### config.mk
export PLATFORM = sky130hd
export DESIGN_NAME = wavelet_template_correlator_core
export DESIGN_NICKNAME = d
export VERILOG_FILES = /design/src/rtl/wtc_pkg.sv /design/src/rtl/wtc_datapath.sv /design/src/rtl/wtc_ctrl.sv /design/src/rtl/wavelet_template_correlator_core.sv
export SDC_FILE = /design/constraint.sdc
export NUM_CORES = 2
export LEC_CHECK = 0
export ABC_CLOCK_PERIOD_IN_PS = 20200
export BUFFER_PORTS_ARGS = -buffer_cell sky130_fd_sc_hd__clkbuf_2
export CAP_MARGIN = 20
export CORE_MARGIN = 2
export CORE_UTILIZATION = 60
export CTS_BUF_LIST = sky130_fd_sc_hd__clkbuf_4
export CTS_CLUSTER_SIZE = 40
export DETAILED_ROUTE_END_ITERATION = 10
export PLACE_DENSITY = 0.77
export SLEW_MARGIN = 20
export SYNTH_ARGS = -nofsm -noshare
export SYNTH_HDL_FRONTEND = slang
export SYNTH_SLANG_ARGS = --single-unit
export TNS_END_PERCENT = 5
### constraint.sdc
create_clock -name aclk -period 20.2 [get_ports aclk]
set_input_delay 3.03 -clock aclk [delete_from_list [all_inputs] [get_ports aclk]]
set_output_delay 3.03 -clock aclk [all_outputs]
set_load 0.05 [all_outputs]
### src/rtl/wtc_pkg.sv
// ----------------------------------------------------------------------------
// wtc_pkg
// Shared constants and controller/datapath interface types for the wavelet
// template correlator.
// ----------------------------------------------------------------------------
package wtc_pkg;

    localparam int TAPS        = 21;
    localparam int SAMPLE_BITS = 16;
    localparam int HALF        = TAPS / 2;

    localparam int COEF_BITS   = 16;
    localparam int IDX_BITS    = 5;
    localparam int CORR_BITS   = 40;
    localparam int PROD_BITS   = SAMPLE_BITS + COEF_BITS;

    localparam int TAP_IDX_W   = $clog2(TAPS);
    localparam int TAP_CNT_W   = $clog2(TAPS + 1);
    localparam int CNT_W       = $clog2(HALF + 2);
    localparam int FLUSH_W     = $clog2(HALF + 1);
    localparam int SUM_W       = $clog2(2 * HALF + 2);

    // Stream payload layout
    localparam int S_TDATA_W    = 40;
    localparam int M_TDATA_W    = 40;
    localparam int SAMPLE_LSB   = 0;
    localparam int COEF_IDX_LSB = 16;
    localparam int COEF_VAL_LSB = 21;

    // Request kinds carried on s_tuser
    localparam logic REQ_SAMPLE = 1'b0;
    localparam logic REQ_COEF   = 1'b1;

    typedef struct packed {
        logic                 win_shift;
        logic                 win_zero;
        logic                 win_clear;
        logic                 coef_wr;
        logic                 mac_load;
        logic                 acc_clear;
        logic                 acc_add;
        logic [TAP_IDX_W-1:0] tap_idx;
        logic                 out_load;
        logic                 out_last;
    } wtc_cmd_t;

    typedef struct packed {
        logic out_free;
    } wtc_sts_t;

endpackage

### src/rtl/wtc_datapath.sv
// ----------------------------------------------------------------------------
// wtc_datapath
// Sample delay line, template store, shared multiply-accumulate unit and
// output register.
// ----------------------------------------------------------------------------
module wtc_datapath (
    input  logic                                aclk,
    input  logic                                aresetn,
    input  wtc_pkg::wtc_cmd_t                   cmd,
    output wtc_pkg::wtc_sts_t                   sts,
    input  logic [15:0]                         in_sample,
    input  logic [wtc_pkg::IDX_BITS-1:0]        in_coef_index,
    input  logic [wtc_pkg::COEF_BITS-1:0]       in_coef_value,
    output logic                                m_tvalid,
    input  logic                                m_tready,
    output logic [wtc_pkg::M_TDATA_W-1:0]       m_tdata,
    output logic                                m_tlast
);
    import wtc_pkg::*;

    logic signed [SAMPLE_BITS-1:0] win_reg  [TAPS];
    logic signed [COEF_BITS-1:0]   tmpl_reg [TAPS];
    logic signed [PROD_BITS-1:0]   prod_reg;
    logic signed [PROD_BITS-1:0]   prod_next;
    logic signed [CORR_BITS-1:0]   acc_reg;
    logic [SAMPLE_BITS+15:0]       sample_ext;
    logic [SAMPLE_BITS-1:0]        win_in;
    logic [TAP_IDX_W+IDX_BITS-1:0] ci_ext;
    logic [TAP_IDX_W-1:0]          mirror_idx;
    logic                          m_tvalid_reg;
    logic [CORR_BITS-1:0]          m_tdata_reg;
    logic                          m_tlast_reg;

    // Take the low SAMPLE_BITS of the zero-extended field
    assign sample_ext = {{SAMPLE_BITS{1'b0}}, in_sample};
    assign win_in     = cmd.win_zero ? '0 : sample_ext[SAMPLE_BITS-1:0];
    assign ci_ext     = {{TAP_IDX_W{1'b0}}, in_coef_index};
    assign mirror_idx = TAP_IDX_W'(TAPS - 1) - cmd.tap_idx;
    assign prod_next  = win_reg[cmd.tap_idx] * tmpl_reg[mirror_idx];

    always_ff @(posedge aclk) begin
        if (!aresetn || cmd.win_clear) begin
            for (int i = 0; i < TAPS; i++) win_reg[i] <= '0;
        end else if (cmd.win_shift) begin
            for (int i = 1; i < TAPS; i++) win_reg[i] <= win_reg[i-1];
            win_reg[0] <= win_in;
        end
    end

    always_ff @(posedge aclk) begin
        if (!aresetn) begin
            for (int i = 0; i < TAPS; i++) tmpl_reg[i] <= '0;
        end else if (cmd.coef_wr && (ci_ext < (TAP_IDX_W + IDX_BITS)'(TAPS))) begin
            tmpl_reg[ci_ext[TAP_IDX_W-1:0]] <= in_coef_value;
        end
    end

    always_ff @(posedge aclk) begin
        if (cmd.mac_load) prod_reg <= prod_next;
        if (cmd.acc_clear) begin
            acc_reg <= '0;
        end else if (cmd.acc_add) begin
            acc_reg <= acc_reg + CORR_BITS'(prod_reg);
        end
    end

    always_ff @(posedge aclk) begin
        if (!aresetn) begin
            m_tvalid_reg <= 1'b0;
        end else if (cmd.out_load) begin
            m_tvalid_reg <= 1'b1;
        end else if (m_tready) begin
            m_tvalid_reg <= 1'b0;
        end
        if (cmd.out_load) begin
            m_tdata_reg <= acc_reg;
            m_tlast_reg <= cmd.out_last;
        end
    end

    assign sts.out_free = !m_tvalid_reg || m_tready;
    assign m_tvalid     = m_tvalid_reg;
    assign m_tdata      = m_tdata_reg;
    assign m_tlast      = m_tlast_reg;

endmodule

### src/rtl/wtc_ctrl.sv
// ----------------------------------------------------------------------------
// wtc_ctrl
// Sequencer: takes requests, runs the tap loop per point, drives the flush.
// ----------------------------------------------------------------------------
module wtc_ctrl (
    input  logic                  aclk,
    input  logic                  aresetn,
    input  logic                  s_tvalid,
    output logic                  s_tready,
    input  logic                  s_tuser,
    input  logic                  s_tlast,
    output wtc_pkg::wtc_cmd_t     cmd,
    input  wtc_pkg::wtc_sts_t     sts
);
    import wtc_pkg::*;

    typedef enum logic [3:0] {
        S_IDLE  = 4'b0001,
        S_MAC   = 4'b0010,
        S_DONE  = 4'b0100,
        S_FLUSH = 4'b1000
    } state_t;

    state_t               state_reg, state_next;
    logic [TAP_CNT_W-1:0] tap_reg,   tap_next;
    logic [CNT_W-1:0]     cnt_reg,   cnt_next;
    logic [FLUSH_W-1:0]   flush_reg, flush_next;
    logic                 last_reg,  last_next;
    logic                 rlast_reg, rlast_next;
    logic                 accept;
    logic [SUM_W-1:0]     flush_sum;
    logic [FLUSH_W-1:0]   flush_inc;

    assign s_tready  = (state_reg == S_IDLE);
    assign accept    = s_tvalid && s_tready;
    assign flush_inc = flush_reg + FLUSH_W'(1);
    assign flush_sum = SUM_W'(cnt_reg) + SUM_W'(flush_inc);

    always_comb begin
        state_next = state_reg;
        tap_next   = tap_reg;
        cnt_next   = cnt_reg;
        flush_next = flush_reg;
        last_next  = last_reg;
        rlast_next = rlast_reg;
        cmd        = '0;
        cmd.tap_idx = tap_reg[TAP_IDX_W-1:0];

        case (state_reg)
            S_IDLE: begin
                if (accept) begin
                    if (s_tuser == REQ_COEF) begin
                        cmd.coef_wr = 1'b1;
                    end else begin
                        cmd.win_shift = 1'b1;
                        flush_next    = '0;
                        last_next     = s_tlast;
                        rlast_next    = 1'b0;
                        if (cnt_reg < CNT_W'(HALF + 1)) cnt_next = cnt_reg + CNT_W'(1);
                        if (cnt_reg >= CNT_W'(HALF)) begin
                            tap_next   = '0;
                            state_next = S_MAC;
                        end else if (s_tlast) begin
                            state_next = S_FLUSH;
                        end
                    end
                end
            end
            S_MAC: begin
                // prod for tap j lands while tap j-1 is summed
                cmd.mac_load  = (tap_reg < TAP_CNT_W'(TAPS));
                cmd.acc_clear = (tap_reg == '0);
                cmd.acc_add   = (tap_reg != '0);
                tap_next      = tap_reg + TAP_CNT_W'(1);
                if (tap_reg == TAP_CNT_W'(TAPS)) state_next = S_DONE;
            end
            S_DONE: begin
                if (sts.out_free) begin
                    cmd.out_load = 1'b1;
                    cmd.out_last = rlast_reg;
                    if (last_reg && (flush_reg < FLUSH_W'(HALF))) begin
                        state_next = S_FLUSH;
                    end else begin
                        if (last_reg) begin
                            cmd.win_clear = 1'b1;
                            cnt_next      = '0;
                            last_next     = 1'b0;
                        end
                        state_next = S_IDLE;
                    end
                end
            end
            S_FLUSH: begin
                cmd.win_shift = 1'b1;
                cmd.win_zero  = 1'b1;
                flush_next    = flush_inc;
                if (flush_sum > SUM_W'(HALF)) begin
                    rlast_next = (flush_inc == FLUSH_W'(HALF));
                    tap_next   = '0;
                    state_next = S_MAC;
                end else if (flush_inc == FLUSH_W'(HALF)) begin
                    cmd.win_clear = 1'b1;
                    cnt_next      = '0;
                    last_next     = 1'b0;
                    state_next    = S_IDLE;
                end
            end
            default: begin
                state_next = S_IDLE;
            end
        endcase
    end

    always_ff @(posedge aclk) begin
        if (!aresetn) begin
            state_reg <= S_IDLE;
            tap_reg   <= '0;
            cnt_reg   <= '0;
            flush_reg <= '0;
            last_reg  <= 1'b0;
            rlast_reg <= 1'b0;
        end else begin
            state_reg <= state_next;
            tap_reg   <= tap_next;
            cnt_reg   <= cnt_next;
            flush_reg <= flush_next;
            last_reg  <= last_next;
            rlast_reg <= rlast_next;
        end
    end

`ifndef SYNTHESIS
    a_load_when_free: assert property (@(posedge aclk) disable iff (!aresetn)
        cmd.out_load |-> sts.out_free)
        else $error("output register loaded while still occupied");

    a_mac_ends: assert property (@(posedge aclk) disable iff (!aresetn)
        (state_reg == S_MAC) && (tap_reg == TAP_CNT_W'(TAPS)) |=> (state_reg == S_DONE))
        else $error("tap loop did not end after the last tap");

    a_flush_bound: assert property (@(posedge aclk) disable iff (!aresetn)
        (flush_reg <= FLUSH_W'(HALF)) && (cnt_reg <= CNT_W'(HALF + 1)))
        else $error("flush or sample count out of range");

    a_flush_only_after_last: assert property (@(posedge aclk) disable iff (!aresetn)
        (state_reg == S_FLUSH) |-> last_reg)
        else $error("flush running without a final sample");
`endif

endmodule

### src/rtl/wavelet_template_correlator_core.sv
// ----------------------------------------------------------------------------
// wavelet_template_correlator_core
// Streaming 21-point template cross-correlation over signed ECG samples.
// ----------------------------------------------------------------------------
//  channel | dir | ports                               | beat contents
//  --------+-----+-------------------------------------+------------------------
//  input   | in  | s_tvalid s_tready s_tdata s_tuser   | sample or coefficient
//          |     | s_tlast                             | write; tlast ends signal
//  result  | out | m_tvalid m_tready m_tdata m_tlast   | one correlation point
//
//  Points: one shared 16x16 multiply-accumulate unit walks the taps of
//  each produced point, one per cycle. A final sample also flushes up to
//  HALF zero-padded points.
//  Reset: aresetn is synchronous, active low; it clears the delay line,
//  the template and the sample count.
//  Stalls: a held m_tready holds the result in the output register; the
//  sequencer waits only when a new point is ready and the register is full.
// ----------------------------------------------------------------------------
module wavelet_template_correlator_core (
    input  logic                            aclk,
    input  logic                            aresetn,
    input  logic                            s_tvalid,
    output logic                            s_tready,
    // [15:0] sample, [20:16] coef_index, [36:21] coef_value, [39:37] zero
    input  logic [wtc_pkg::S_TDATA_W-1:0]   s_tdata,
    // [0] req_type
    input  logic                            s_tuser,
    input  logic                            s_tlast,
    output logic                            m_tvalid,
    input  logic                            m_tready,
    // [39:0] correlation
    output logic [wtc_pkg::M_TDATA_W-1:0]   m_tdata,
    output logic                            m_tlast
);
    import wtc_pkg::*;

    wtc_cmd_t cmd;
    wtc_sts_t sts;

    // Sequencer: accepts beats only when idle, steps taps and flush points
    wtc_ctrl u_ctrl (
        .aclk     (aclk),
        .aresetn  (aresetn),
        .s_tvalid (s_tvalid),
        .s_tready (s_tready),
        .s_tuser  (s_tuser),
        .s_tlast  (s_tlast),
        .cmd      (cmd),
        .sts      (sts)
    );

    // Delay line, template, MAC and output register
    wtc_datapath u_datapath (
        .aclk          (aclk),
        .aresetn       (aresetn),
        .cmd           (cmd),
        .sts           (sts),
        .in_sample     (s_tdata[SAMPLE_LSB +: 16]),
        .in_coef_index (s_tdata[COEF_IDX_LSB +: IDX_BITS]),
        .in_coef_value (s_tdata[COEF_VAL_LSB +: COEF_BITS]),
        .m_tvalid      (m_tvalid),
        .m_tready      (m_tready),
        .m_tdata       (m_tdata),
        .m_tlast       (m_tlast)
    );

endmodule

Yosys cells after proc, flatten, opt, wreduce, memory -nomap -nowiden. Memory sizes are Yosys's and may differ from the RTL's. A register that Yosys moved wholly into a read port is not among the register bits. Cells that the tools add are included.

Output and inout bits: 43. Logic and storage cells: 179. Memory bits (writable): 672. Memories kept: 2. Input port bits: 46. Bits in registers: 133.

Eq/ne operators: 19. Mux-type cells: 92. Multipliers: 1. Magnitude comparators: 6. Reductions and logical operators: 21. Bitwise operators: 21. Add/sub/neg operators: 6.

Memories: u_datapath.tmpl_reg (words 21, bits a word 16, read ports 1, clocked after memory_dff 0, wr ports 21, RTL line wtc_datapath.sv:22) `logic signed [COEF_BITS-1:0] tmpl_reg [TAPS];`; u_datapath.win_reg (words 21, bits a word 16, read ports 21, clocked after memory_dff 1, wr ports 21, RTL line wtc_datapath.sv:21) `logic signed [SAMPLE_BITS-1:0] win_reg [TAPS];`.

Operators by type and width (number): 16-bit 2-to-1 mux (23); 4-bit 2-to-1 mux (19); 40-bit by 32-bit adder with 40-bit output (1); 5-bit 2-to-1 mux (7); 16-bit by 16-bit multiplier with 32-bit output (1); 1-bit 2-to-1 mux (32); 1-bit OR (21); 4-bit one-hot mux with 4 select lines (1); 16-bit OR reduction (1); 5-bit one-hot mux with 3 select lines (1); 2-bit inequality test, second input constant (7); 4-bit one-hot mux with 3 select lines (1); 5-bit less-than comparator, second input constant (2); 9-bit AND reduction (1); 4-bit by 1-bit adder with 4-bit output, second input constant (2); 4-bit == test, second input constant (2); 4-bit less-than comparator, second input constant (2); 2-bit by 1-bit inequality test with 1-bit output, second input constant (4); 4-bit one-hot mux with 2 select lines (1); 7-bit AND reduction (1); 1-bit one-hot mux with 2 select lines (3); 6-bit AND reduction (1); 3-bit nonzero test (2); 4-bit by 4-bit adder with 5-bit output (1); 23 further kinds (29).

Logic depth before layout (Yosys ltp).
Depth after elaboration: 10. Mapped depth: 35. Depth with buffers taken out: 30.

By module. A second synthesis with hierarchy kept.

Cells, all modules: 3887. Area total of the unflattened synthesis: 53970.5 um2.

By module, submodules not included: wtc_datapath (times used 1, area each 52482.8 um2, cells an instance 3704); wtc_ctrl (times used 1, area each 1487.7 um2, cells an instance 183).

Worst setup path after synthesis. Ideal clock, no wire load.

Kind: in2reg. Start point: in m_tready. End point: mem u_datapath.win_reg[0][0] (enable). Setup time: 2.484 ns. Slack: 8.506 ns. Path buffers: 1. Arrival: 9.210 ns. Stages on the path: 5. Cells stage by stage: nand2b_1 > nand2_1 > o221a_2 > clkbuf_1 > nand2_1.

RTL lines: start, declared (RTL line wavelet_template_correlator_core.sv:30) `input logic m_tready,`; end, declared (RTL line wtc_datapath.sv:21).

Worst setup path after layout.
Start point: reg u_ctrl.tap_reg[0]. End point: reg u_datapath.prod_reg[31] (data pin).

Cells in the longest elaborated chain, start to end: 3.

Ends and longest elaborated chain: start, declared (RTL line wtc_ctrl.sv:25) `logic [TAP_CNT_W-1:0] tap_reg, tap_next;`; start signal, assigned (RTL line wtc_ctrl.sv:124) `tap_reg <= tap_next;`; 5-bit subtractor (RTL line wtc_datapath.sv:38) `assign mirror_idx = TAP_IDX_W'(TAPS - 1) - cmd.tap_idx;`; memory read 21 x 16 bit; 16-bit by 16-bit multiplier with 32-bit output (RTL line wtc_datapath.sv:39) `assign prod_next = win_reg[cmd.tap_idx] * tmpl_reg[mirror_idx];`; via u_datapath.prod_next[31] (RTL line wtc_datapath.sv:24) `logic signed [PROD_BITS-1:0] prod_next;`; end signal, assigned (RTL line wtc_datapath.sv:59) `if (cmd.mac_load) prod_reg <= prod_next;`; end, declared (RTL line wtc_datapath.sv:23) `logic signed [PROD_BITS-1:0] prod_reg;`.

The timed path passes the listed nets, and every way through them passes these cells. A chain may end at the register's enable or synchronous reset.

==> flow_summary.html <==
<table>
<tr><th>Metric</th><th>Value</th></tr>
<tr><th colspan="2">Clock tree</th></tr>
<tr><td>TritonCTS clock tree</td><td>yes</td></tr>
<tr><td>PostCTS Resize Cnt</td><td>0</td></tr>
<tr><td>Hold buffer count at CTS</td><td>0</td></tr>
<tr><td>Clock Tree Root</td><td>sky130_fd_sc_hd__clkbuf_4</td></tr>
<tr><td>H-tree lvl count</td><td>5</td></tr>
<tr><td>Number of sinks on the clock net</td><td>986</td></tr>
<tr><td>Number of buffers created by CTS</td><td>276</td></tr>
<tr><td>Post-CTS setup buffer count</td><td>0</td></tr>
<tr><td>Clk_lat worst skew</td><td>1150 ps</td></tr>
<tr><td>Max Buffers Root-to-Sink</td><td>4</td></tr>
<tr><td>Clock slew at reported path FFs</td><td>60 ps</td></tr>
<tr><th colspan="2">Placed design</th></tr>
<tr><td>Input/output buffers</td><td>85</td></tr>
<tr><td>Number of instances in the placed design</td><td>5,086</td></tr>
<tr><td>GPL Wtd Cong</td><td>0.909</td></tr>
<tr><td>DPL Wire Length</td><td>70,500 um</td></tr>
<tr><th colspan="2">Die</th></tr>
<tr><td>Height of the die</td><td>302 um</td></tr>
<tr><td>Core area</td><td>88,100 um2</td></tr>
<tr><td>Initial core utilization</td><td>0.604</td></tr>
<tr><td>Die span in x</td><td>302 um</td></tr>
<tr><td>Core Rows</td><td>109</td></tr>
<tr><td>Die area</td><td>91,100 um2</td></tr>
<tr><td>Number of top-level pins</td><td>89</td></tr>
<tr><th colspan="2">Synthesis</th></tr>
<tr><td>EDFF count, synth</td><td>921</td></tr>
<tr><td>Top cells by area in the synthesized netlist</td><td>sky130_fd_sc_hd__edfxtp_1, sky130_fd_sc_hd__mux4_2, sky130_fd_sc_hd__fa_1, sky130_fd_sc_hd__and2_1, sky130_fd_sc_hd__ha_1</td></tr>
<tr><td>Main combinational cell family by area after synthesis</td><td>adder cells</td></tr>
<tr><td>Multiplexer share of the synthesized area</td><td>0.115</td></tr>
<tr><td>Area share of and/or/nand/nor cells after synthesis</td><td>0.125</td></tr>
<tr><td>Area share of the leading cell type in the synthesized netlist</td><td>0.519</td></tr>
<tr><td>Synthesized instance count</td><td>3,794</td></tr>
<tr><td>Count of synthesis-stage warnings from yosys</td><td>0</td></tr>
<tr><td>Library cells used by synthesis</td><td>76</td></tr>
<tr><td>Synth Area in Adders</td><td>0.130</td></tr>
<tr><td>Share of the synthesized netlist area taken by xor and xnor gates</td><td>0.0125</td></tr>
<tr><td>Compound-cell area share of the yosys netlist</td><td>0.0341</td></tr>
<tr><td>Top flip-flop cell by instance count after synthesis</td><td>sky130_fd_sc_hd__edfxtp_1</td></tr>
<tr><td>Sequential element share of the synthesized area</td><td>0.544</td></tr>
<tr><td>Number of storage elements in the synthesis netlist</td><td>986</td></tr>
<tr><td>Avg Cell Area, Syn</td><td>14.0 um2</td></tr>
<tr><td>Dominant cell type by area after synthesis</td><td>sky130_fd_sc_hd__edfxtp_1</td></tr>
<tr><td>Cell area after synthesis</td><td>53,200 um2</td></tr>
<tr><td>Asr flop ratio synth</td><td>0</td></tr>
<tr><th colspan="2">Hold path</th></tr>
<tr><td>Worst min path class</td><td>flop to flop</td></tr>
<tr><th colspan="2">Route</th></tr>
<tr><td>Iteration count of the initial detailed-routing pass</td><td>6</td></tr>
<tr><td>Number of remaining DRC errors</td><td>0</td></tr>
<tr><td>Number of nets still failing antenna checks after routing</td><td>0</td></tr>
<tr><td>Initial DRC Count</td><td>2,993</td></tr>
<tr><td>Via count normalized by instance count</td><td>5.65</td></tr>
<tr><td>Wire per inst</td><td>19.8 um</td></tr>
<tr><td>Wirelength, routed</td><td>109,000 um</td></tr>
<tr><td>Overall via count from detail_route</td><td>31,300</td></tr>
<tr><th colspan="2">Layout</th></tr>
<tr><td>Total of fill cells in the finished design</td><td>6,276</td></tr>
<tr><td>Area growth from synthesis to layout</td><td>10.7%</td></tr>
<tr><td>Number of flip-flops under the largest register name</td><td>512</td></tr>
<tr><td>Number of nets at the end of the flow</td><td>4,643</td></tr>
<tr><td>Post-route insts no fill</td><td>5,529</td></tr>
<tr><td>Most frequent cells in the layout</td><td>sky130_fd_sc_hd__edfxtp_1, sky130_fd_sc_hd__and2_1, sky130_fd_sc_hd__clkbuf_4</td></tr>
<tr><td>Most common library cell in the layout ignoring fill and taps</td><td>sky130_fd_sc_hd__edfxtp_1</td></tr>
<tr><td>Share of post-route cells with drive strength above 1</td><td>0.203</td></tr>
<tr><th colspan="2">STA</th></tr>
<tr><td>Aggregate negative setup slack</td><td>0 ps</td></tr>
<tr><td>Final max-slew violation count</td><td>0</td></tr>
<tr><td>Max-Slew Margin vs Limit</td><td>0.263</td></tr>
<tr><td>Final hold violation count</td><td>0</td></tr>
<tr><td>Final critical path time including I/O delays and setup</td><td>11,000 ps</td></tr>
<tr><td>Setup repair after global routing missed its margin</td><td>false</td></tr>
<tr><td>Clock skew after layout</td><td>128 ps</td></tr>
<tr><td>Slew of the pin with the lowest slew margin</td><td>1100 ps</td></tr>
<tr><td>Final worst-path cycle share</td><td>0.544</td></tr>
<tr><td>Final setup violation count</td><td>0</td></tr>
<tr><td>Fmax</td><td>90.9 MHz</td></tr>
<tr><th colspan="2">Setup path</th></tr>
<tr><td>Worst-path cell with the longest stage delay</td><td>sky130_fd_sc_hd__dfxtp_4</td></tr>
<tr><td>Crit-path max cell delay</td><td>900 ps</td></tr>
<tr><td>Arrival time of data at the critical path endpoint</td><td>11,810 ps</td></tr>
<tr><td>Category of cells accounting for the largest share of critical-path delay</td><td>adder cells</td></tr>
<tr><td>Crit path capture type</td><td>flop</td></tr>
<tr><td>Kind of launch point of the worst setup path</td><td>flop</td></tr>
<tr><td>Endpoint required time on the critical path</td><td>21,020 ps</td></tr>
<tr><td>Worst Path Class, Setup</td><td>flop to flop</td></tr>
<tr><td>CP bufs+invs</td><td>8</td></tr>
<tr><td>Cell type with the highest occurrence count on the critical path</td><td>sky130_fd_sc_hd__fa_1</td></tr>
<tr><td>Largest fanout of any net on the critical path</td><td>60</td></tr>
<tr><th colspan="2">Power</th></tr>
<tr><td>Static leakage power</td><td>23.7 nW</td></tr>
<tr><td>Reg power frac</td><td>0.319</td></tr>
<tr><td>Pwr per Cell Area</td><td>149 nW/um2</td></tr>
<tr><td>Relative contribution of the clock network to total power</td><td>0.196</td></tr>
<tr><td>Internal power summed over all cells</td><td>5.50 mW</td></tr>
<tr><td>Total power</td><td>8.78 mW</td></tr>
<tr><td>Sw Pwr</td><td>3.28 mW</td></tr>
<tr><td>Share of power burned in combinational logic</td><td>0.486</td></tr>
<tr><td>Fraction of power spent switching nets</td><td>0.374</td></tr>
<tr><td>Maximum VDD drop</td><td>0.290 mV</td></tr>
<tr><th colspan="2">Global routing</th></tr>
<tr><td>Global-route wire length before repair</td><td>173,000 um</td></tr>
<tr><td>Initial antenna violation count</td><td>2</td></tr>
<tr><td>Overall overflow remaining after global route</td><td>0</td></tr>
<tr><td>Overall fraction of global-route tracks in use</td><td>0.249</td></tr>
<tr><td>Number of global-route vias before repair</td><td>32,600</td></tr>
<tr><td>Largest net degree at the start of global routing</td><td>210</td></tr>
<tr><th colspan="2">Status</th></tr>
<tr><td>Status</td><td>finished clean</td></tr>
<tr><th colspan="2">Flow run</th></tr>
<tr><td>Max-Cap Viols</td><td>0</td></tr>
</table>
-- cell type report --
class / count / area, um2 / area share
sequential: 986 / 29000 / 0.492
multi-input combinational: 2436 / 23000 / 0.390
clock buffer: 405 / 3040 / 0.0516
tap: 1165 / 1460 / 0.0247
inverter: 342 / 1280 / 0.0218
timing repair buffer: 159 / 1030 / 0.0175
clock inverter: 33 / 181 / 0.00308
antenna: 3 / 7.51 / 0.000127
-- cell families (layout without fill, tap and decap cells) --
group                    after synthesis  after routing
multiplexers                         290            290
XOR/XNOR                              76             76
AND/OR/NAND/NOR                     1216           1216
buffers and inverters                547            939
other                                  1            179
adder cells (fa/ha/maj)              396            396
AO/OA/AOI/OAI                        282            282
flip-flops                           986            986
-- worst paths after layout --
path / cells past startpoint / from / end / slack [ps]
setup / recovery: 30 / u_ctrl.tap_reg[0] / u_datapath.prod_reg[31] / 9200
setup reg to reg: 30 / u_ctrl.tap_reg[0] / u_datapath.prod_reg[31] / 9200
hold / removal: 0 / u_datapath.acc_reg[22] / u_datapath.m_tdata[22] / 460
hold reg to reg: 0 / u_datapath.acc_reg[22] / u_datapath.m_tdata[22] / 460
-- power by group through the flow --
stage / clock network (mW) / logic, mW / registers, mW
floorplan: 0 / 3.40 / 2.84
global placement: 0 / 4.20 / 2.83
detailed placement: 0 / 4.29 / 2.84
CTS: 1.77 / 4.31 / 2.80
global route: 1.87 / 4.87 / 2.82
finish: 1.72 / 4.27 / 2.80
-- through the flow --
step | util | instance area [um2] | setup slack, ps | hold slack (ps)
detailed placement | 0.632 | 55600 | 9320 | 454
finish | 0.669 | 58900 | 9200 | 455
floorplan | - | 53900 | 8510 | 437
global route | 0.669 | 58900 | 8660 | 470
global placement | 0.632 | 55600 | 9510 | 450
CTS | 0.668 | 58900 | 9160 | 450
-- cells in the mapped netlist (5+ instances only) --
cell	n
sky130_fd_sc_hd__a21oi_1	71
sky130_fd_sc_hd__nor3_1	14
sky130_fd_sc_hd__o31ai_1	11
sky130_fd_sc_hd__a21o_1	30
sky130_fd_sc_hd__nand3_1	20
sky130_fd_sc_hd__clkbuf_1	156
sky130_fd_sc_hd__ha_1	131
sky130_fd_sc_hd__a211oi_1	5
sky130_fd_sc_hd__dfxtp_1	65
sky130_fd_sc_hd__a31oi_1	13
sky130_fd_sc_hd__and2_1	654
sky130_fd_sc_hd__xor2_1	22
sky130_fd_sc_hd__a21boi_0	7
sky130_fd_sc_hd__xnor2_1	54
sky130_fd_sc_hd__mux2i_1	25
sky130_fd_sc_hd__nand3b_1	5
sky130_fd_sc_hd__fa_1	265
sky130_fd_sc_hd__mux2_2	9
sky130_fd_sc_hd__buf_1	14
sky130_fd_sc_hd__nand4_1	7
sky130_fd_sc_hd__or2_2	10
sky130_fd_sc_hd__nor2b_1	18
sky130_fd_sc_hd__and3_1	43
sky130_fd_sc_hd__inv_1	342
sky130_fd_sc_hd__buf_2	32
sky130_fd_sc_hd__edfxtp_1	921
sky130_fd_sc_hd__o21bai_1	11
sky130_fd_sc_hd__o21a_1	7
sky130_fd_sc_hd__nand2_1	199
sky130_fd_sc_hd__mux4_2	256
sky130_fd_sc_hd__nor2_1	200
sky130_fd_sc_hd__o21ai_0	80
sky130_fd_sc_hd__or3_1	6
sky130_fd_sc_hd__nand2b_1	19
-- metal layers --
layer / vias to the layer above / GRT usage / routed length (um) / part of all wire
li1: 14100 / - / - / -
met1: 15700 / 0.329 / 43800 / 0.40
met2: 1188 / 0.407 / 54300 / 0.50
met3: 213 / 0.0551 / 8330 / 0.076
met4: 0 / 0.0975 / 2960 / 0.027
met5: - / 0 / 0 / 0
-- worst register-to-register path, delay by kind of cell, from the launching register on --
kind / cells / cell delay (ps)
muxes: 4 / 1340
adders and majority gates: 8 / 3860
DFF: 1 / 900
and+or+nand+nor: 3 / 610
buffers and inverters: 8 / 2310
AOI/OAI and AO/OA: 7 / 1660
(Power assumes the default switching activity.)
